[config.mk]
export PLATFORM = sky130hd
export DESIGN_NAME = fbrgb_queue
export DESIGN_NICKNAME = d
export VERILOG_FILES = /design/src/fbrgb_pkg.sv /design/src/fbrgb_queue.sv
export SDC_FILE = /design/constraint.sdc
export NUM_CORES = 1
export LEC_CHECK = 0
export ABC_AREA = 1
export BUFFER_PORTS_ARGS = -buffer_cell sky130_fd_sc_hd__buf_2
export CAP_MARGIN = 5
export CORE_UTILIZATION = 58
export DETAILED_ROUTE_END_ITERATION = 16
export PLACE_DENSITY = 0.89
export SLEW_MARGIN = 20
export SYNTH_ARGS = -nofsm -noshare
export SYNTH_HDL_FRONTEND = slang
export SYNTH_SLANG_ARGS = --single-unit
[constraint.sdc]
create_clock -name clk -period 4.9 [get_ports clk]
set_input_delay 0.98 -clock clk [delete_from_list [all_inputs] [get_ports clk]]
set_output_delay 0.98 -clock clk [all_outputs]
set_load 0.01 [all_outputs]
[src/fbrgb_pkg.sv]
// ----------------------------------------------------------------------------
// fbrgb_pkg
// Shared types, constants and helper functions of the framebuffer row to
// RGB888 converter.
// ----------------------------------------------------------------------------
package fbrgb_pkg;

    localparam int MAX_ROW_PIXELS  = 4096;
    localparam int PALETTE_ENTRIES = 256;
    localparam int PAL_AW          = (PALETTE_ENTRIES > 1) ? $clog2(PALETTE_ENTRIES) : 1;
    localparam int QUEUE_DEPTH     = 4;
    localparam int QUEUE_AW        = $clog2(QUEUE_DEPTH);

    localparam int MAX_PLANES   = 8;
    localparam int WORD_W       = 16;
    localparam int COLOR_W      = 24;
    localparam int CFG_W        = 13;
    localparam int CFG_IDX_W    = 2;
    localparam int COL_W        = 13;
    localparam int ENTRY_DATA_W = MAX_PLANES * WORD_W;

    localparam logic [2:0] FMT_MONO   = 3'd0;
    localparam logic [2:0] FMT_TWO    = 3'd1;
    localparam logic [2:0] FMT_FOUR   = 3'd2;
    localparam logic [2:0] FMT_EIGHT  = 3'd3;
    localparam logic [2:0] FMT_CHUNKY = 3'd4;
    localparam logic [2:0] FMT_RGB565 = 3'd5;
    localparam logic [2:0] FMT_RGB24  = 3'd6;
    localparam logic [2:0] FMT_XRGB32 = 3'd7;

    localparam logic [CFG_IDX_W-1:0] REG_PIXEL_FORMAT = 2'd0;
    localparam logic [CFG_IDX_W-1:0] REG_ROW_PIXELS   = 2'd1;
    localparam logic [CFG_IDX_W-1:0] REG_ROW_WORDS    = 2'd2;

    localparam logic [2:0] OP_PALETTE = 3'd0;
    localparam logic [2:0] OP_MONO    = 3'd1;
    localparam logic [2:0] OP_PLANAR  = 3'd2;
    localparam logic [2:0] OP_CHUNKY  = 3'd3;
    localparam logic [2:0] OP_DIRECT  = 3'd4;

    localparam logic [0:0] KIND_DATA    = 1'b0;
    localparam logic [0:0] KIND_PALETTE = 1'b1;

    typedef struct packed {
        logic [0:0]  kind;
        logic [15:0] data_word;
        logic [7:0]  palette_index;
        logic [23:0] palette_color;
    } in_item_t;

    typedef struct packed {
        logic [7:0] red;
        logic [7:0] green;
        logic [7:0] blue;
        logic       single_component;
        logic       row_end;
        logic       batch_end;
    } out_item_t;

    typedef struct packed {
        logic [2:0]              op;
        logic [1:0]              plane_log;
        logic [3:0]              last_pix;
        logic                    row_end;
        logic [ENTRY_DATA_W-1:0] data;
    } q_entry_t;

    function automatic logic [7:0] widen5(input logic [4:0] v);
        widen5 = {v, v[4:2]};
    endfunction

    function automatic logic [7:0] widen6(input logic [5:0] v);
        widen6 = {v, v[5:4]};
    endfunction

endpackage

[src/fbrgb_queue.sv]
// ----------------------------------------------------------------------------
// fbrgb_queue
// Short first-in first-out queue of pixel batches and palette writes
// between the front and back parts.
// ----------------------------------------------------------------------------
module fbrgb_queue (
    input  logic                  clk,
    input  logic                  rst_n,
    input  logic                  push,
    input  fbrgb_pkg::q_entry_t   push_entry,
    output logic                  full,
    input  logic                  pop,
    output logic                  head_valid,
    output fbrgb_pkg::q_entry_t   head
);

    fbrgb_pkg::q_entry_t               mem_reg [fbrgb_pkg::QUEUE_DEPTH];
    logic [fbrgb_pkg::QUEUE_AW-1:0]    wptr_reg, rptr_reg;
    logic [fbrgb_pkg::QUEUE_AW:0]      count_reg, count_next;

    assign full       = (count_reg == (fbrgb_pkg::QUEUE_AW+1)'(fbrgb_pkg::QUEUE_DEPTH));
    assign head_valid = (count_reg != '0);
    assign head       = mem_reg[rptr_reg];

    always_comb
    begin
        count_next = count_reg;
        if (push && !pop)
        begin
            count_next = count_reg + 1'b1;
        end
        else if (pop && !push)
        begin
            count_next = count_reg - 1'b1;
        end
    end

    always_ff @(posedge clk or negedge rst_n)
    begin
        if (!rst_n)
        begin
            wptr_reg  <= '0;
            rptr_reg  <= '0;
            count_reg <= '0;
        end
        else
        begin
            count_reg <= count_next;
            if (push)
            begin
                wptr_reg <= wptr_reg + 1'b1;
            end
            if (pop)
            begin
                rptr_reg <= rptr_reg + 1'b1;
            end
        end
    end

    always_ff @(posedge clk)
    begin
        if (push)
        begin
            mem_reg[wptr_reg] <= push_entry;
        end
    end

endmodule

==> results.txt <==
sequential area share after synthesis: 74.3%
crit path capture type: output pin
cell mode on critical path: nand2_1
drt first pass iters: 5
Synth Cell Area: 22500 µm²
clk_lat worst skew: 0.57 ns
Antenna Nets Post-Route: 0
clock tree from TritonCTS: built
clock skew: 0.0130 ns
RSZ-0062 raised after global routing: no
critical path arrival: 2.73 ns
Rows: 71
Setup CP Type: flip-flop to output pin
Max Freq: 270 MHz
Fillers: 2426
vias in the first global route: 13400
area of the multi-input gates: 4170 µm²
worst min-delay path class: input port to asynchronous set/reset pin
peak supply drop: 0.000445 V
final hold violation count: 0
Die Span Y: 199 µm
hold slack: 0.229 ns
Max Slew Vio Count: 0
#FFs+latches synth: 559
Vias: 13400
HPWL Detailed: 26.4 mm
area of all sequential standard cells: 16800 µm²
Tightest Pin Transition: 1.04 ns
Root Driver: clkbuf_16
Max-slew headroom: 30.4%
DRC Markers: 0
P per Cell Area: 616 nW/µm²
critical path fanouts, max: 112
crit-path leading delay family: flip-flops
Final Wtd Congestion: 0.799
slowest cell delay on critical path: 1.04 ns
aggregate negative setup slack: 0 ns
largest net degree at the start of global routing: 113
Mapped Nets: 1807
Tot GR Track Use: 23.3%
status: finished, final reports clean
Core Box Area: 37900 µm²
gr ovfl total: 0
synth unique cells: 19
initial core utilization: 59.4%
CTS H-tree lvls: 2
Crit path buffers/inverters: 2
die area: 39600 µm²
CP max-delay cell: dfrtp_4
CP Cell Sequence: buf_12 -> nand2_1 -> o211ai_1 -> nand2_1 -> buf_2
required time worst endpoint: 3.92 ns
maxcap violations: 0
Leak Pwr: 10.5 nW
WL per Instance: 18.7 µm
Synth Instances: 1659
first-pass GRT wire length: 70.1 mm
Synthesis Warnings: 0
cts bufs inserted: 52
Syn Area/Cell: 13.6 µm²
die width: 199 µm
Buffers on Ports: 281
minimum clock period: 3.71 ns
# setup viols final: 0
vias per inst: 5.42
hold_buf cts: 0
fraction of layout instances using a drive strength above 1: 23.0%
# IOs: 282
antenna violations before repair: 7
Sink Count: 559
Synth-to-Final Area Change: 15.6%
max FFs per register: 552
Startpoint Class: flip-flop
post-cts resize count: 0
NumNets Final: 2068
Routed WL: 46.4 mm
initial DRC count: 846
fin crit share: 75.6%
Post-CTS Setup Bufs: 0
Max Buffers Root-to-Sink: 3
clk slew on worst S/H paths: 0.06 ns
## kinds of logic (layout without fill, tap and decap cells)
family	after synthesis	after routing	synth area share (%)
XOR/XNOR	4	4	0.156
adder cells (fa/ha/maj)	6	6	0.366
AO/OA/AOI/OAI	277	277	10.8
AND/OR/NAND/NOR	432	432	7.22
other	0	6	0
flip-flops	559	559	74.3
buffers and inverters	381	683	7.17
## cell type report
type / instances / area share, %
Antenna cell: 6 / 0.0576
Multi-Input combinational cell: 719 / 16.0
Timing Repair Buffer: 300 / 6.38
Inverter: 288 / 4.25
Tap cell: 511 / 2.45
Clock inverter: 35 / 1.36
Clock buffer: 60 / 5.19
Sequential cell: 559 / 64.3
## per-layer routing
layer  GRT usage, %  up-vias  share of wire (%)
met5              0        -              0.065
met4           8.77        4                2.6
met3           4.79       89                7.3
met2           40.5      520                 51
met1           28.8     6496                 39
li1               -     6321                  -
## through the flow
step | util, % | total power, mW | worst slack [ns] | area [µm²] | instances
floorplan | - | 10.3 | 0.469 | 22500 | 1659
CTS | 68.6 | 16.2 | 1.17 | 26000 | 2472
detailed placement | 64.1 | 12.1 | 1.80 | 24300 | 2377
global placement | 64.1 | 11.9 | 1.92 | 24300 | 2377
global route | 68.7 | 16.9 | 1.06 | 26100 | 2476
finish | 68.7 | 16.0 | 1.19 | 26100 | 2478
## synthesized netlist by cell type (all sizes together)
master  instances  area (µm²)
edfxtp        552       16600
nand2         428        1610
nor2            1        3.75
fa              1        20.0
dfrtp           7         175
o211ai        276        2420
inv           288        1080
nand3           1        5.00
buf            82         493
o21ai           1        5.00
xor2            3        26.3
xnor2           1        8.76
clkbuf         11        41.3
nand4           1        6.26
nor3            1        5.00
ha              5        62.6
## power breakdown
part	total (mW)	leakage, nW	internal [mW]	switching [mW]
registers	6.61	5.15	6.26	0.347
logic	5.41	4.49	1.80	3.61
clock network	4.03	0.835	2.35	1.69
## placed cells by master, fill, tap and decap left out, drive strengths merged
cell type and count:
edfxtp 552, nand2 428, buf 300, inv 288, o211ai 276, clkbuf 60
clkinv 26, bufinv 7, dfrtp 7, diode 6, ha 5, xor2 3
clkinvlp 2, nor2 1, nor3 1, xnor2 1, o21ai 1, nand3 1
nand4 1, fa 1
## final timing paths
path	startpoint	to	slack [ns]	depth (start not counted)
worst max-delay path	rptr_reg[0]	head[85]	1.19	5
worst min-delay path	rst_n	count_reg[1]	0.23	1
worst max register to register	wptr_reg[0]	mem_reg[2][115]	2.57	5
worst min register to register	count_reg[2]	count_reg[2]	0.48	2
max in group asynchronous	rst_n	rptr_reg[0]	4.49	1
min in group clk	count_reg[2]	count_reg[2]	0.48	2
No activity file was read; power rests on OpenSTA's default activity.
