`config.mk`:
```
export PLATFORM = sky130hd
export DESIGN_NAME = fbrgb_front
export DESIGN_NICKNAME = d
export VERILOG_FILES = /design/src/fbrgb_pkg.sv /design/src/fbrgb_front.sv
export SDC_FILE = /design/constraint.sdc
export NUM_CORES = 1
export LEC_CHECK = 0
export ABC_CLOCK_PERIOD_IN_PS = 10250
export BUFFER_PORTS_ARGS = -buffer_cell sky130_fd_sc_hd__buf_4
export CORE_ASPECT_RATIO = 0.75
export CORE_MARGIN = 1
export CORE_UTILIZATION = 40
export CTS_BUF_LIST = sky130_fd_sc_hd__clkbuf_8
export CTS_CLUSTER_DIAMETER = 40
export CTS_CLUSTER_SIZE = 16
export DETAILED_ROUTE_END_ITERATION = 6
export PLACE_DENSITY = 0.65
export SLEW_MARGIN = 30
export SYNTH_ARGS = -nofsm -noshare
export SYNTH_HDL_FRONTEND = slang
export SYNTH_SLANG_ARGS = --single-unit
```
`constraint.sdc`:
```
create_clock -name clk -period 10.25 [get_ports clk]
set_input_delay 2.05 -clock clk [delete_from_list [all_inputs] [get_ports clk]]
set_output_delay 2.05 -clock clk [all_outputs]
set_load 0.02 [all_outputs]
```
`src/fbrgb_pkg.sv`:
```
// ----------------------------------------------------------------------------
// fbrgb_pkg
// Shared types, constants and helper functions of the framebuffer row to
// RGB888 converter.
// ----------------------------------------------------------------------------
package fbrgb_pkg;

    localparam int MAX_ROW_PIXELS  = 4096;
    localparam int PALETTE_ENTRIES = 256;
    localparam int PAL_AW          = (PALETTE_ENTRIES > 1) ? $clog2(PALETTE_ENTRIES) : 1;
    localparam int QUEUE_DEPTH     = 4;
    localparam int QUEUE_AW        = $clog2(QUEUE_DEPTH);

    localparam int MAX_PLANES   = 8;
    localparam int WORD_W       = 16;
    localparam int COLOR_W      = 24;
    localparam int CFG_W        = 13;
    localparam int CFG_IDX_W    = 2;
    localparam int COL_W        = 13;
    localparam int ENTRY_DATA_W = MAX_PLANES * WORD_W;

    localparam logic [2:0] FMT_MONO   = 3'd0;
    localparam logic [2:0] FMT_TWO    = 3'd1;
    localparam logic [2:0] FMT_FOUR   = 3'd2;
    localparam logic [2:0] FMT_EIGHT  = 3'd3;
    localparam logic [2:0] FMT_CHUNKY = 3'd4;
    localparam logic [2:0] FMT_RGB565 = 3'd5;
    localparam logic [2:0] FMT_RGB24  = 3'd6;
    localparam logic [2:0] FMT_XRGB32 = 3'd7;

    localparam logic [CFG_IDX_W-1:0] REG_PIXEL_FORMAT = 2'd0;
    localparam logic [CFG_IDX_W-1:0] REG_ROW_PIXELS   = 2'd1;
    localparam logic [CFG_IDX_W-1:0] REG_ROW_WORDS    = 2'd2;

    localparam logic [2:0] OP_PALETTE = 3'd0;
    localparam logic [2:0] OP_MONO    = 3'd1;
    localparam logic [2:0] OP_PLANAR  = 3'd2;
    localparam logic [2:0] OP_CHUNKY  = 3'd3;
    localparam logic [2:0] OP_DIRECT  = 3'd4;

    localparam logic [0:0] KIND_DATA    = 1'b0;
    localparam logic [0:0] KIND_PALETTE = 1'b1;

    typedef struct packed {
        logic [0:0]  kind;
        logic [15:0] data_word;
        logic [7:0]  palette_index;
        logic [23:0] palette_color;
    } in_item_t;

    typedef struct packed {
        logic [7:0] red;
        logic [7:0] green;
        logic [7:0] blue;
        logic       single_component;
        logic       row_end;
        logic       batch_end;
    } out_item_t;

    typedef struct packed {
        logic [2:0]              op;
        logic [1:0]              plane_log;
        logic [3:0]              last_pix;
        logic                    row_end;
        logic [ENTRY_DATA_W-1:0] data;
    } q_entry_t;

    function automatic logic [7:0] widen5(input logic [4:0] v);
        widen5 = {v, v[4:2]};
    endfunction

    function automatic logic [7:0] widen6(input logic [5:0] v);
        widen6 = {v, v[5:4]};
    endfunction

endpackage

```
`src/fbrgb_front.sv`:
```
// ----------------------------------------------------------------------------
// fbrgb_front
// Accepts source words, keeps the configuration and the row position,
// gathers plane groups and staged bytes, and queues pixel batches and palette writes.
// ----------------------------------------------------------------------------
module fbrgb_front (
    input  logic                                  clk,
    input  logic                                  rst_n,
    input  logic                                  src_valid,
    output logic                                  src_stall,
    input  fbrgb_pkg::in_item_t                   src_data,
    input  logic                                  cfg_write_en,
    input  logic [fbrgb_pkg::CFG_IDX_W-1:0]       cfg_index,
    input  logic [fbrgb_pkg::CFG_W-1:0]           cfg_data,
    input  logic                                  q_full,
    output logic                                  q_push,
    output fbrgb_pkg::q_entry_t                   q_entry
);

    logic [2:0]                      fmt_reg, fmt_next;
    logic [12:0]                     rpix_reg, rpix_next;
    logic [8:0]                      rwpp_reg, rwpp_next;
    logic [fbrgb_pkg::COL_W-1:0]     col_reg, col_next;
    logic [12:0]                     rwc_reg, rwc_next;
    logic [2:0]                      wig_reg, wig_next;
    logic [15:0]                     stage_reg, stage_next;
    logic [1:0]                      scnt_reg, scnt_next;
    logic [fbrgb_pkg::WORD_W-1:0]    pbuf_reg [fbrgb_pkg::MAX_PLANES];

    logic                            accept;
    logic                            data_acc;
    logic [15:0]                     w;
    logic [8:0]                      wpp_c;
    logic [12:0]                     rp_c;
    logic [12:0]                     slots;
    logic [12:0]                     vis;
    logic [13:0]                     limit;
    logic [1:0]                      plog;
    logic [2:0]                      plane_last;
    logic                            have_px;
    logic [4:0]                      npix;
    logic [12:0]                     rem;
    logic [4:0]                      nemit;
    logic [4:0]                      nemit_m1;
    logic [2:0]                      op;
    logic [23:0]                     direct;
    logic [fbrgb_pkg::ENTRY_DATA_W-1:0] group;
    logic                            restart;
    logic                            cfg_hit;

    assign src_stall = q_full;
    assign accept    = src_valid && !src_stall;
    assign data_acc  = accept && (src_data.kind == fbrgb_pkg::KIND_DATA);
    assign w         = src_data.data_word;
    assign cfg_hit   = cfg_write_en && (cfg_index <= fbrgb_pkg::REG_ROW_WORDS);

    always_comb
    begin
        if (rwpp_reg == 9'd0)
        begin
            wpp_c = 9'd1;
        end
        else if (rwpp_reg > 9'd256)
        begin
            wpp_c = 9'd256;
        end
        else
        begin
            wpp_c = rwpp_reg;
        end
        if (rpix_reg == 13'd0)
        begin
            rp_c = 13'd1;
        end
        else if (rpix_reg > 13'(fbrgb_pkg::MAX_ROW_PIXELS))
        begin
            rp_c = 13'(fbrgb_pkg::MAX_ROW_PIXELS);
        end
        else
        begin
            rp_c = rpix_reg;
        end
        slots = {wpp_c[8:0], 4'b0000};
        vis   = (rp_c < slots) ? rp_c : slots;
    end

    always_comb
    begin
        case (fmt_reg)
            fbrgb_pkg::FMT_MONO:   limit = {5'b0, wpp_c};
            fbrgb_pkg::FMT_TWO:    limit = {4'b0, wpp_c, 1'b0};
            fbrgb_pkg::FMT_FOUR:   limit = {3'b0, wpp_c, 2'b0};
            fbrgb_pkg::FMT_EIGHT,
            fbrgb_pkg::FMT_CHUNKY: limit = {2'b0, wpp_c, 3'b0};
            fbrgb_pkg::FMT_RGB565: limit = {1'b0, wpp_c, 4'b0};
            fbrgb_pkg::FMT_RGB24:  limit = {1'b0, wpp_c, 4'b0} + {2'b0, wpp_c, 3'b0};
            fbrgb_pkg::FMT_XRGB32: limit = {wpp_c, 5'b0};
            default:               limit = {5'b0, wpp_c};
        endcase
    end

    always_comb
    begin
        case (fmt_reg)
            fbrgb_pkg::FMT_TWO:   plog = 2'd1;
            fbrgb_pkg::FMT_FOUR:  plog = 2'd2;
            fbrgb_pkg::FMT_EIGHT: plog = 2'd3;
            default:              plog = 2'd0;
        endcase
        plane_last = 3'((4'd1 << plog) - 4'd1);
        for (int k = 0; k < fbrgb_pkg::MAX_PLANES; k++)
        begin
            group[k*fbrgb_pkg::WORD_W +: fbrgb_pkg::WORD_W] =
                (3'(k) == wig_reg) ? w : pbuf_reg[k];
        end
    end

    always_comb
    begin
        have_px    = 1'b0;
        npix       = 5'd1;
        op         = fbrgb_pkg::OP_DIRECT;
        direct     = 24'd0;
        wig_next   = wig_reg;
        stage_next = stage_reg;
        scnt_next  = scnt_reg;
        case (fmt_reg)
            fbrgb_pkg::FMT_MONO:
            begin
                have_px = 1'b1;
                npix    = 5'd16;
                op      = fbrgb_pkg::OP_MONO;
            end
            fbrgb_pkg::FMT_TWO, fbrgb_pkg::FMT_FOUR, fbrgb_pkg::FMT_EIGHT:
            begin
                op   = fbrgb_pkg::OP_PLANAR;
                npix = 5'd16;
                if (wig_reg == plane_last)
                begin
                    have_px  = 1'b1;
                    wig_next = 3'd0;
                end
                else
                begin
                    wig_next = wig_reg + 3'd1;
                end
            end
            fbrgb_pkg::FMT_CHUNKY:
            begin
                have_px = 1'b1;
                npix    = 5'd2;
                op      = fbrgb_pkg::OP_CHUNKY;
            end
            fbrgb_pkg::FMT_RGB565:
            begin
                have_px = 1'b1;
                direct  = {fbrgb_pkg::widen5(w[15:11]), fbrgb_pkg::widen6(w[10:5]),
                           fbrgb_pkg::widen5(w[4:0])};
            end
            fbrgb_pkg::FMT_RGB24:
            begin
                case (scnt_reg)
                    2'd0:
                    begin
                        stage_next = w;
                        scnt_next  = 2'd2;
                    end
                    2'd1:
                    begin
                        have_px    = 1'b1;
                        direct     = {stage_reg[7:0], w};
                        stage_next = 16'd0;
                        scnt_next  = 2'd0;
                    end
                    default:
                    begin
                        have_px    = 1'b1;
                        direct     = {stage_reg, w[15:8]};
                        stage_next = {8'd0, w[7:0]};
                        scnt_next  = 2'd1;
                    end
                endcase
            end
            default:
            begin
                if (wig_reg == 3'd0)
                begin
                    stage_next = {8'd0, w[7:0]};
                    scnt_next  = 2'd1;
                    wig_next   = 3'd1;
                end
                else
                begin
                    have_px    = 1'b1;
                    direct     = {stage_reg[7:0], w};
                    stage_next = 16'd0;
                    scnt_next  = 2'd0;
                    wig_next   = 3'd0;
                end
            end
        endcase
    end

    always_comb
    begin
        rem      = vis - col_reg;
        nemit    = ({8'd0, npix} <= rem) ? npix : rem[4:0];
        nemit_m1 = nemit - 5'd1;
        restart  = ({1'b0, rwc_reg} + 14'd1) >= limit;
        rwc_next = rwc_reg + 13'd1;
        col_next = col_reg + (have_px ? {8'd0, npix} : 13'd0);
    end

    always_comb
    begin
        q_entry           = '0;
        q_push            = 1'b0;
        q_entry.plane_log = plog;
        if (accept && (src_data.kind == fbrgb_pkg::KIND_PALETTE))
        begin
            q_push          = 1'b1;
            q_entry.op      = fbrgb_pkg::OP_PALETTE;
            q_entry.data    = {{(fbrgb_pkg::ENTRY_DATA_W-32){1'b0}},
                               src_data.palette_index, src_data.palette_color};
        end
        else if (data_acc && have_px && (col_reg < vis))
        begin
            q_push           = 1'b1;
            q_entry.op       = op;
            q_entry.last_pix = nemit_m1[3:0];
            q_entry.row_end  = ({8'd0, npix} >= rem);
            if (op == fbrgb_pkg::OP_PLANAR)
            begin
                q_entry.data = group;
            end
            else if (op == fbrgb_pkg::OP_DIRECT)
            begin
                q_entry.data = {{(fbrgb_pkg::ENTRY_DATA_W-24){1'b0}}, direct};
            end
            else
            begin
                q_entry.data = {{(fbrgb_pkg::ENTRY_DATA_W-16){1'b0}}, w};
            end
        end
    end

    always_comb
    begin
        fmt_next  = fmt_reg;
        rpix_next = rpix_reg;
        rwpp_next = rwpp_reg;
        if (cfg_hit)
        begin
            case (cfg_index)
                fbrgb_pkg::REG_PIXEL_FORMAT: fmt_next  = cfg_data[2:0];
                fbrgb_pkg::REG_ROW_PIXELS:   rpix_next = cfg_data[12:0];
                fbrgb_pkg::REG_ROW_WORDS:    rwpp_next = cfg_data[8:0];
                default:                     fmt_next  = fmt_reg;
            endcase
        end
    end

    always_ff @(posedge clk or negedge rst_n)
    begin
        if (!rst_n)
        begin
            fmt_reg   <= fbrgb_pkg::FMT_RGB24;
            rpix_reg  <= 13'd640;
            rwpp_reg  <= 9'd40;
            col_reg   <= '0;
            rwc_reg   <= '0;
            wig_reg   <= '0;
            stage_reg <= '0;
            scnt_reg  <= '0;
        end
        else
        begin
            fmt_reg  <= fmt_next;
            rpix_reg <= rpix_next;
            rwpp_reg <= rwpp_next;
            if (cfg_hit || (data_acc && restart))
            begin
                col_reg   <= '0;
                rwc_reg   <= '0;
                wig_reg   <= '0;
                stage_reg <= '0;
                scnt_reg  <= '0;
            end
            else if (data_acc)
            begin
                col_reg   <= col_next;
                rwc_reg   <= rwc_next;
                wig_reg   <= wig_next;
                stage_reg <= stage_next;
                scnt_reg  <= scnt_next;
            end
        end
    end

    always_ff @(posedge clk)
    begin
        if (data_acc)
        begin
            pbuf_reg[wig_reg] <= w;
        end
    end

endmodule

```
==> results of run 1 <==
cells by family (layout without fill, tap and decap cells):
kind of cell,Yosys count,count (layout),share of synthesized area [%]
buffers and inverters,153,321,5.02
xor gates and xnor gates,37,37,2.47
and+or+nand+nor,466,466,16.7
DFF,200,200,43.2
adders and majority gates,59,59,5.81
muxes,86,86,6.98
AOI/OAI and AO/OA,405,405,19.9
layout by cell type (no fill, tap or decap), drive strengths merged, types with 5 or more instances in the layout:
master | netlist | layout
edfxtp | 128 | 128
nand4 | 9 | 9
o22ai | 15 | 15
buf | 23 | 232
and3 | 8 | 8
a21oi | 175 | 175
xor2 | 13 | 13
nor2 | 113 | 113
a32oi | 7 | 7
inv | 55 | 66
o221ai | 5 | 5
nor2b | 18 | 18
or2 | 5 | 5
o21ai | 91 | 91
xnor2 | 24 | 24
nand2 | 244 | 244
mux2 | 33 | 33
dfstp | 6 | 6
nand3 | 23 | 23
o21a | 9 | 9
mux2i | 52 | 52
and2 | 7 | 7
a21o | 10 | 10
o211ai | 7 | 7
a31oi | 8 | 8
nor4 | 7 | 7
dfrtp | 66 | 66
a211oi | 6 | 6
a22o | 39 | 39
clkbuf | 73 | 17
ha | 56 | 56
clkinv | 2 | 5
a22oi | 5 | 5
nor3 | 15 | 15
report_power, final:
part	internal (mW)	switching [mW]	total, mW
Clock	0.188	0.329	0.517
Sequential	0.925	0.0726	0.998
Combinational	0.494	0.837	1.33
worst max-delay path, cell delays in order (launching register included):
cell and delay [ps]:
dfrtp_1 550, nor2b_1 470, inv_1 150, ha_1 320, a21o_1 160, a21o_1 170
a21o_1 170, a21oi_1 130, o21ai_0 110, a211oi_2 790, mux2_2 420, ha_1 330
or2_2 300, a21oi_1 240, a31oi_2 80, a211o_2 380, o2111ai_4 210, or3_4 780
buf_4 480, a21oi_1 90, buf_4 180
routing by layer:
layer  share of wire, %  vias to the layer above  global-route usage (%)
li1                   -                     5356                       -
met1                 48                     5538                    38.2
met2                 42                      550                    34.4
met3                9.3                       29                    6.29
met4                1.1                        0                    5.47
met5                  0                        -                       0
cell usage after synthesis (15+ instances only):
master    count  area share (%)
nand2_1     244             7.0
xnor2_1      24             1.6
a21oi_1     145             5.5
mux2i_1      52             4.0
clkbuf_1     73             2.1
o22ai_1      15            0.72
a21oi_2      30             2.0
inv_1        52             1.5
nor3_1       15            0.57
nor2_1       83             2.4
o21ai_0      85             3.2
dfrtp_1      66              13
mux2_2       32             2.8
nand3_1      23            0.88
ha_1         56             5.3
nor2_4       20             1.7
edfxtp_1    128              29
a22o_1       39             2.6
nor2b_1      18            0.86
cell type report:
type	instances	area [um^2]	area share, %
clock buffer	17	234	1.52
tap	435	544	3.54
clock inverter	15	168	1.09
inverter	57	214	1.39
sequential	200	5650	36.8
multi-input combinational	1053	6810	44.3
timing repair buffer	232	1750	11.4
path summary, 6_finish.rpt:
kind,startpoint,endpoint,cells after the start
setup / recovery,rwpp_reg[8],q_entry[65],20
hold reg to reg,stage_reg[12],stage_reg[12],2
min in group asynchronous,rst_n,rpix_reg[8],1
setup reg to reg,rwpp_reg[8],scnt_reg[1],20
hold / removal,stage_reg[12],stage_reg[12],2
max in group asynchronous,rst_n,stage_reg[9],1
==> qor.log, run 1 <==
qor: cells_and_area.drive_above_1_share 24.5%
qor: timing.hold_violations 0
qor: timing.setup_ws 1120 ps
qor: global_routing.number_of_antenna_violations_at_the_first_check_in_global_routing 0
qor: placement.globalplace.congestion 0.916
qor: cts.cts.sinks 200
qor: floorplanning.num_io_pins 209
qor: cts.cts_buffer_depth 2
qor: worst_setup_path.setup.worst_path.class reg2out
qor: worst_setup_path.timing.reg2reg.setup_slack 4140 ps
qor: floorplanning.start_util 41.3%
qor: timing.timing_worst_slew_pin_value 938 ps
qor: yosys.async_reset_ff_share 36.0%
qor: cts.cts_hold_repair.buffers 0
qor: yosys.ys_ff_latch 200
qor: global_routing.grt_overflow 0
qor: cts.cts_repair_resize_count 0
qor: global_routing.grt_first_pass_wirelength 63,600 um
qor: cells_and_area.final_util 48.4%
qor: cells_and_area.area_delta_synth_final 17.4%
qor: yosys.yosysWarnings 0
qor: placement.port_buffers 208
qor: drt.first_iter_violations 1,334
qor: timing.final.period_utilization 89.0%
qor: placement.dp_cells 1,977
qor: cells_and_area.fillerInstances 3,022
qor: placement.dpl.hpwl 30,200 um
qor: global_routing.globalRouteTotalUtil 24.8%
qor: worst_hold_path.hold_path_class reg2reg
qor: timing.post-route-min-period 9130 ps
qor: yosys.synth.distinct_cells 75
qor: power_and_ir_drop.power-per-cell-area 185 nW/um^2
qor: yosys.syn_nets 1,534
qor: job.drv.max_cap_violation_count 0
qor: worst_setup_path.setup.worst_path.start_class register
qor: cts.cts_tree built
qor: yosys.synth-edff-count 128
qor: timing.setup_total_negative_slack 0 ps
qor: cells_and_area.diodes 0
qor: cells_and_area.finish.instance_area 15,400 um^2
qor: drt.finalWirelength 41,800 um
qor: floorplanning.core 31,700 um^2
qor: cts.inserted_clock_buffers 17
qor: timing.slew-limit-headroom 36.9%
qor: cts.cts_setup_buffers 0
qor: drt.remaining_drc_errors 0
qor: worst_setup_path.critPathCaptureType output port
qor: drt.drt-pass1-iter-count 5
qor: timing.fmax 110 MHz
qor: worst_setup_path.worst-path-max-fanout 55
qor: power_and_ir_drop.total_power 2.85 mW
qor: worst_setup_path.critical_path_required 8200 ps
qor: timing.final.hold.worst_slack 500 ps
qor: placement.dp_slack 1720 ps
qor: floorplanning.die_width 211 um
qor: timing.fin_worst_skew 31.4 ps
qor: cells_and_area.final_net_count 1,689
qor: yosys.post_synth_instance_area 13,100 um^2
qor: floorplanning.std_cell_rows 56
qor: timing.final_max_slew_viol_count 0
qor: cells_and_area.finalNonFillerCells 2,009
qor: placement.detailed_place.area 15,000 um^2
qor: run_status.status finished clean
qor: timing.unrepaired_setup_endpoints_after_global_routing no
qor: yosys.syn_inst 1,406
qor: cts.ctsHtreeMaxLevel 4
qor: yosys.synth-main-ff-cell edfxtp_1
qor: power_and_ir_drop.p_leak 6.25 nW
qor: global_routing.vias_in_the_first_global_route 10,500
qor: timing.setup_violations 0
qor: cts.cts-root-buf clkbuf_8
qor: drt.ant_nets 0
qor: yosys.synthesis.area_per_instance 9.32 um^2
qor: cts.clock_insertion_delay_worst_skew 510 ps
qor: yosys.synth_seq_area_share 43.2%
qor: power_and_ir_drop.ir_worst_vdd 0.136 mV
qor: drt.route.detailed.wl_per_inst 20.8 um
qor: floorplanning.die_height 159 um
qor: cells_and_area.largest_reg_flops 128
qor: global_routing.grt_start_max_net_pins 73
qor: drt.detailroute.via_count 11,500
qor: worst_setup_path.critical_path_arrival 7080 ps
qor: floorplanning.die_area 33,500 um^2
qor: drt.post_drt_via_cell_ratio 5.71
qor: cts.cts.clk_slew.worst_paths 110 ps
Power figures use the tool's default switching activity.
==> inputs of run 2 (changes only) <==
--- a/config.mk
+++ b/config.mk
@@ -10,11 +10,10 @@
 export CORE_ASPECT_RATIO = 0.75
 export CORE_MARGIN = 1
 export CORE_UTILIZATION = 40
-export CTS_BUF_LIST = sky130_fd_sc_hd__clkbuf_8
 export CTS_CLUSTER_DIAMETER = 40
 export CTS_CLUSTER_SIZE = 16
 export DETAILED_ROUTE_END_ITERATION = 6
-export PLACE_DENSITY = 0.65
+export PLACE_DENSITY_LB_ADDON = 0.12
 export SLEW_MARGIN = 30
 export SYNTH_ARGS = -nofsm -noshare
 export SYNTH_HDL_FRONTEND = slang
==> run 2 against run 1 <==
Die area is the same. Register-to-register slack gained 420 ps. Routed wire length rose by 1.4%. Clock-buffer cell count is the same. Combinational power hardly changed. Largest power group unchanged.
==> qor.log, run 2 (synthesis gave the netlist of run 1 again) <==
qor: run_status.status finished clean
qor: timing.slew-limit-headroom 36.2%
qor: placement.dp_slack 1840 ps
qor: timing.fmax 112 MHz
qor: cts.cts_setup_buffers 0
qor: worst_setup_path.setup.worst_path.class reg2out
qor: timing.hold_violations 0
qor: cts.cts-root-buf clkbuf_16
qor: cells_and_area.finish.instance_area 15,600 um^2
qor: cells_and_area.leading_cell_type_in_the_layout_fill_and_taps_excluded nand2_1
qor: worst_setup_path.worstPathBufferInverterCount 3
qor: timing.unrepaired_setup_endpoints_after_global_routing no
qor: worst_setup_path.critPathCaptureType output port
qor: worst_setup_path.critical_path.top_delay_family compound AO/OA/AOI/OAI gates
qor: placement.detailed_place.area 15,000 um^2
qor: global_routing.globalRouteTotalUtil 25.5%
qor: drt.ant_nets 0
qor: cells_and_area.fillerInstances 2,997
qor: placement.dpl.hpwl 30,200 um
qor: global_routing.grt_first_pass_wirelength 65,000 um
qor: cells_and_area.area_delta_synth_final 18.8%
qor: drt.drt-pass1-iter-count 5
qor: timing.fin_worst_skew 12.5 ps
qor: cells_and_area.leading_cell_types_in_the_layout_fill_and_taps_excluded nand2_1, buf_4, a21oi_1
qor: power_and_ir_drop.power-per-cell-area 194 nW/um^2
qor: job.drv.max_cap_violation_count 0
qor: power_and_ir_drop.p_leak 6.32 nW
qor: cells_and_area.final_net_count 1,688
qor: timing.setup_ws 1320 ps
qor: cts.cts.sinks 200
qor: drt.post_drt_via_cell_ratio 5.64
qor: worst_setup_path.critical-path-slowest-cell a211oi_2
qor: floorplanning.die_width 211 um
qor: worst_hold_path.hold_path_class reg2reg
qor: cts.cts_buffer_depth 2
qor: drt.finalWirelength 42,400 um
qor: cts.ctsHtreeMaxLevel 4
qor: drt.first_iter_violations 1,137
qor: cts.cts_tree built
qor: drt.detailroute.via_count 11,300
qor: drt.remaining_drc_errors 0
qor: timing.setup_violations 0
qor: worst_setup_path.critPathMaxStageDelay 790 ps
qor: global_routing.number_of_antenna_violations_at_the_first_check_in_global_routing 0
qor: worst_setup_path.crit_path_cell_trace nor2b_1 > inv_1 > ha_1 > a21o_1 > a21o_1 > a21o_1 > a21oi_1 > o21ai_0 > a211oi_2 > mux2_2 > ha_1 > or2_2 > a21oi_1 > a31oi_2 > a211o_2 > o2111ai_4 > or3_4 > buf_12 > a21oi_1 > buf_4
qor: timing.final.period_utilization 87.2%
qor: worst_setup_path.setup.worst_path.start_class register
qor: timing.timing_worst_slew_pin_value 957 ps
qor: cells_and_area.drive_above_1_share 24.4%
qor: floorplanning.core 31,700 um^2
qor: timing.final_max_slew_viol_count 0
qor: cts.cts_hold_repair.buffers 0
qor: floorplanning.die_area 33,500 um^2
qor: cts.cts_repair_resize_count 0
qor: placement.globalplace.congestion 0.909
qor: worst_setup_path.critical_path_arrival 6880 ps
qor: global_routing.grt_overflow 0
qor: global_routing.grt_start_max_net_pins 73
qor: power_and_ir_drop.total_power 3.01 mW
qor: worst_setup_path.critical_path_required 8200 ps
qor: timing.setup_total_negative_slack 0 ps
qor: power_and_ir_drop.ir_worst_vdd 0.140 mV
qor: floorplanning.num_io_pins 209
qor: cells_and_area.diodes 0
qor: cts.clock_insertion_delay_worst_skew 440 ps
qor: global_routing.vias_in_the_first_global_route 10,500
qor: cells_and_area.final_util 49.0%
qor: cells_and_area.largest_reg_flops 128
qor: drt.route.detailed.wl_per_inst 21.1 um
qor: cts.cts.clk_slew.worst_paths 70 ps
qor: placement.port_buffers 208
qor: timing.post-route-min-period 8930 ps
qor: floorplanning.die_height 159 um
qor: floorplanning.start_util 41.3%
qor: cts.inserted_clock_buffers 17
qor: worst_setup_path.worst-path-max-fanout 57
qor: floorplanning.std_cell_rows 56
-- run 2: layer usage --
metal  GRT usage, %  vias to the layer above  part of all wire [%]
li1               -                     5346                     -
met5              0                        -                     0
met1           40.6                     5449                    49
met3           4.45                       38                   8.4
met4           5.83                        0                   1.7
met2           35.0                      495                    41
-- run 2: area by class of cell --
type / instances / area [um^2] / area share, %
multi-input combinational: 1053 / 6810 / 43.8
timing repair buffer: 231 / 1750 / 11.3
tap: 435 / 544 / 3.50
sequential: 200 / 5650 / 36.3
clock inverter: 14 / 159 / 1.02
clock buffer: 17 / 425 / 2.73
inverter: 57 / 214 / 1.38
-- run 2: tightest hold or removal path, stage by stage, from the launching register on --
cell	delay (ps)
dfrtp_1	350
nand2_1	50
o21ai_0	60
-- run 2: worst paths after layout --
check | startpoint | to | slack [ps] | cells after the start
max | rwpp_reg[8] | q_entry[73] | 1320 | 20
min | stage_reg[8] | stage_reg[8] | 500 | 2
max reg2reg | rwpp_reg[8] | rwc_reg[7] | 4560 | 20
min reg2reg | stage_reg[8] | stage_reg[8] | 500 | 2
max in group asynchronous | rst_n | col_reg[2] | 8100 | 1
min in group asynchronous | rst_n | col_reg[8] | 1580 | 1
-- run 2: power breakdown --
part	leakage [nW]	switching [mW]	total [mW]	internal, mW
combinational	3.96	0.830	1.33	0.495
sequential	2.09	0.0806	1.01	0.926
clock	0.274	0.335	0.680	0.345
total	6.32	1.25	3.01	1.77
-- run 2: metrics by stage --
step	hold slack [ps]	instances
after floorplan	450	1406
after global placement	466	1976
after detailed placement	481	1976
after CTS	494	2007
after global routing	505	2007
final	496	2007
==> inputs of run 3 (changes only) <==
--- a/config.mk
+++ b/config.mk
@@ -7,14 +7,15 @@
 export LEC_CHECK = 0
 export ABC_CLOCK_PERIOD_IN_PS = 10250
 export BUFFER_PORTS_ARGS = -buffer_cell sky130_fd_sc_hd__buf_4
-export CORE_ASPECT_RATIO = 0.75
+export CORE_ASPECT_RATIO = 1.25
 export CORE_MARGIN = 1
 export CORE_UTILIZATION = 40
 export CTS_CLUSTER_DIAMETER = 40
 export CTS_CLUSTER_SIZE = 16
 export DETAILED_ROUTE_END_ITERATION = 6
 export PLACE_DENSITY_LB_ADDON = 0.12
-export SLEW_MARGIN = 30
+export RECOVER_POWER = 25
+export SLEW_MARGIN = 20
 export SYNTH_ARGS = -nofsm -noshare
 export SYNTH_HDL_FRONTEND = slang
 export SYNTH_SLANG_ARGS = --single-unit
==> run 3 against run 2 <==
Sequential power hardly changed. Highest routed layer is now met5. Sequential share of layout area is 0.14 points higher. Via count is 0.89% lower. Design area is 0.36% lower. Critical endpoint is now q_entry[108]. Clock skew is 5.3 ps higher.
==> qor.log, run 3 (synthesis gave the netlist of run 1 again) <==
qor: cts.ctsHtreeMaxLevel 4
qor: drt.drt-pass1-iter-count 7
qor: timing.setup_total_negative_slack 0 ps
qor: cts.cts_hold_repair.buffers 0
qor: timing.post-route-min-period 8840 ps
qor: cts.cts_setup_buffers 0
qor: timing.hold_violations 0
qor: worst_setup_path.worstPathBufferInverterCount 3
qor: cells_and_area.area_delta_synth_final 18.4%
qor: worst_setup_path.r2r_cells 20
qor: timing.setup_violations 0
qor: drt.ant_nets 0
qor: global_routing.globalRouteTotalUtil 25.5%
qor: power_and_ir_drop.power-per-cell-area 197 nW/um^2
qor: job.drv.max_cap_violation_count 0
qor: cts.inserted_clock_buffers 17
qor: cells_and_area.diodes 0
qor: cts.clock_insertion_delay_worst_skew 460 ps
qor: cts.cts_buffer_depth 2
qor: drt.detailroute.via_count 11,200
qor: global_routing.number_of_antenna_violations_at_the_first_check_in_global_routing 1
qor: worst_setup_path.crit_path_cell_trace nor2b_1 > inv_1 > ha_1 > a21o_1 > a21o_1 > a21o_1 > a21oi_1 > o21ai_0 > a211oi_2 > and3_1 > ha_1 > nor2b_1 > o2111a_1 > o21ai_2 > a31oi_2 > a211o_2 > o2111ai_4 > or3_4 > buf_4 > a21oi_1 > buf_4
qor: worst_setup_path.critical_path.top_delay_family compound AO/OA/AOI/OAI gates
qor: floorplanning.die_height 204 um
qor: cells_and_area.fillerInstances 3,105
qor: cts.cts-root-buf clkbuf_16
qor: cells_and_area.drive_above_1_share 23.2%
qor: cts.cts_tree built
qor: worst_hold_path.hold_path_class reg2reg
qor: floorplanning.num_io_pins 209
qor: cells_and_area.final_net_count 1,685
qor: power_and_ir_drop.ir_worst_vdd 0.107 mV
qor: power_and_ir_drop.p_leak 6.27 nW
qor: worst_setup_path.timing.reg2reg.setup_slack 4280 ps
qor: drt.first_iter_violations 767
qor: worst_setup_path.regToRegStartpoint rwpp_reg[8]
qor: drt.route.detailed.wl_per_inst 21.2 um
qor: worst_setup_path.setup.worst_path.class reg2out
qor: drt.post_drt_via_cell_ratio 5.66
qor: timing.final_max_slew_viol_count 0
qor: worst_setup_path.setup.worst_path.start_class register
qor: placement.globalplace.congestion 0.904
qor: cts.cts.clk_slew.worst_paths 90 ps
qor: global_routing.vias_in_the_first_global_route 11,100
qor: placement.dp_cells 1,950
qor: placement.port_buffers 208
qor: worst_setup_path.critPathCaptureType output port
qor: cells_and_area.final_util 48.4%
qor: timing.fin_worst_skew 17.8 ps
qor: cts.cts_repair_resize_count 0
qor: timing.slew-limit-headroom 6.57%
qor: timing.unrepaired_setup_endpoints_after_global_routing no
qor: worst_setup_path.timing.critical_path.mode_cell a21o_1
qor: timing.timing_worst_slew_pin_value 1400 ps
qor: floorplanning.start_util 40.9%
qor: run_status.status finished clean
qor: drt.finalWirelength 42,000 um
qor: worst_setup_path.worst-path-max-fanout 34
qor: cells_and_area.largest_reg_flops 128
qor: timing.fmax 113 MHz
qor: floorplanning.std_cell_rows 73
qor: worst_setup_path.critical_path_arrival 6790 ps
qor: worst_setup_path.critPathMaxStageDelay 800 ps
qor: placement.dpl.hpwl 30,200 um
qor: worst_hold_path.whs_path_depth 2
qor: worst_hold_path.worstHoldStart stage_reg[8]
qor: floorplanning.die_width 164 um
qor: global_routing.grt_first_pass_wirelength 64,500 um
qor: timing.final.period_utilization 86.3%
qor: worst_setup_path.critical-path-slowest-cell a211oi_2
qor: cells_and_area.leading_cell_type_in_the_layout_fill_and_taps_excluded nand2_1
qor: worst_setup_path.r2r_end rwc_reg[11]
qor: drt.remaining_drc_errors 0
qor: cts.cts.sinks 200
qor: global_routing.grt_start_max_net_pins 66
qor: floorplanning.core 32,100 um^2
qor: cells_and_area.leading_cell_types_in_the_layout_fill_and_taps_excluded nand2_1, buf_4, a21oi_1
qor: worst_setup_path.critical_path_required 8200 ps
qor: worst_hold_path.min_delay_worst_endpoint stage_reg[8]
qor: floorplanning.die_area 33,500 um^2
qor: cells_and_area.finalNonFillerCells 1,982
qor: global_routing.grt_overflow 0
## run 3: changes by cell type in the layout (fill, tap and decap cells not counted), sizes merged
cell | before | now
clkinvlp | 4 | 1
bufinv | 1 | 0
inv | 61 | 66
buf | 231 | 211
clkbuf | 17 | 34
## run 3: cell type report
type | instances | area, um^2 | share of cell area [%]
Multi-Input combinational cell | 1053 | 6820 | 44.0
Sequential cell | 200 | 5650 | 36.5
Timing Repair Buffer | 228 | 1660 | 10.7
Tap cell | 412 | 515 | 3.33
Clock buffer | 17 | 425 | 2.74
Clock inverter | 15 | 216 | 1.40
Inverter | 57 | 214 | 1.38
## run 3: metal layers
layer  track usage, %  part of all wire, %  vias to the layer above  wire length, um
met5                0                0.029                        -               12
met4             11.9                  3.9                        2             1640
met3             4.71                  5.6                       88             2370
met2             44.6                   51                      372            21400
met1             30.0                   40                     5416            16600
li1                 -                    -                     5349                -
## run 3: tightest hold or removal path, cell delays in order, from the launching register on
cell,delay [ps]
dfrtp_1,350
nand2_1,50
o21ai_0,60
## run 3: where the power goes
group	switching (mW)	leakage [nW]	total, mW	internal, mW
sequential	0.0788	2.08	1.00	0.926
combinational	0.818	3.88	1.31	0.490
clock	0.388	0.307	0.735	0.347
total	1.29	6.27	3.05	1.76
## run 3: metrics by stage
step	setup WS, ps	power, mW	hold WS, ps	instance area, um^2
finish	1410	3.05	493	15500
global route	977	3.24	536	15500
CTS	1440	3.06	494	15600
detailed placement	1950	2.32	475	14900
global placement	2090	2.32	470	14900
floorplan	2690	1.93	450	13100
## run 3: worst max-delay path by stage
| stage | startpoint | endpoint | cells past startpoint |
|---|---|---|---|
| 3_5_place_dp | rwpp_reg[8] | q_entry[73] | 21 |
| 6_report | rwpp_reg[8] | q_entry[108] | 21 |
| 2_1_floorplan | rwpp_reg[8] | q_entry[130] | 25 |
| 5_1_grt | rwpp_reg[8] | q_entry[131] | 25 |
| 4_1_cts | rwpp_reg[8] | q_entry[73] | 21 |
| 3_3_place_gp | rwpp_reg[8] | q_entry[110] | 21 |
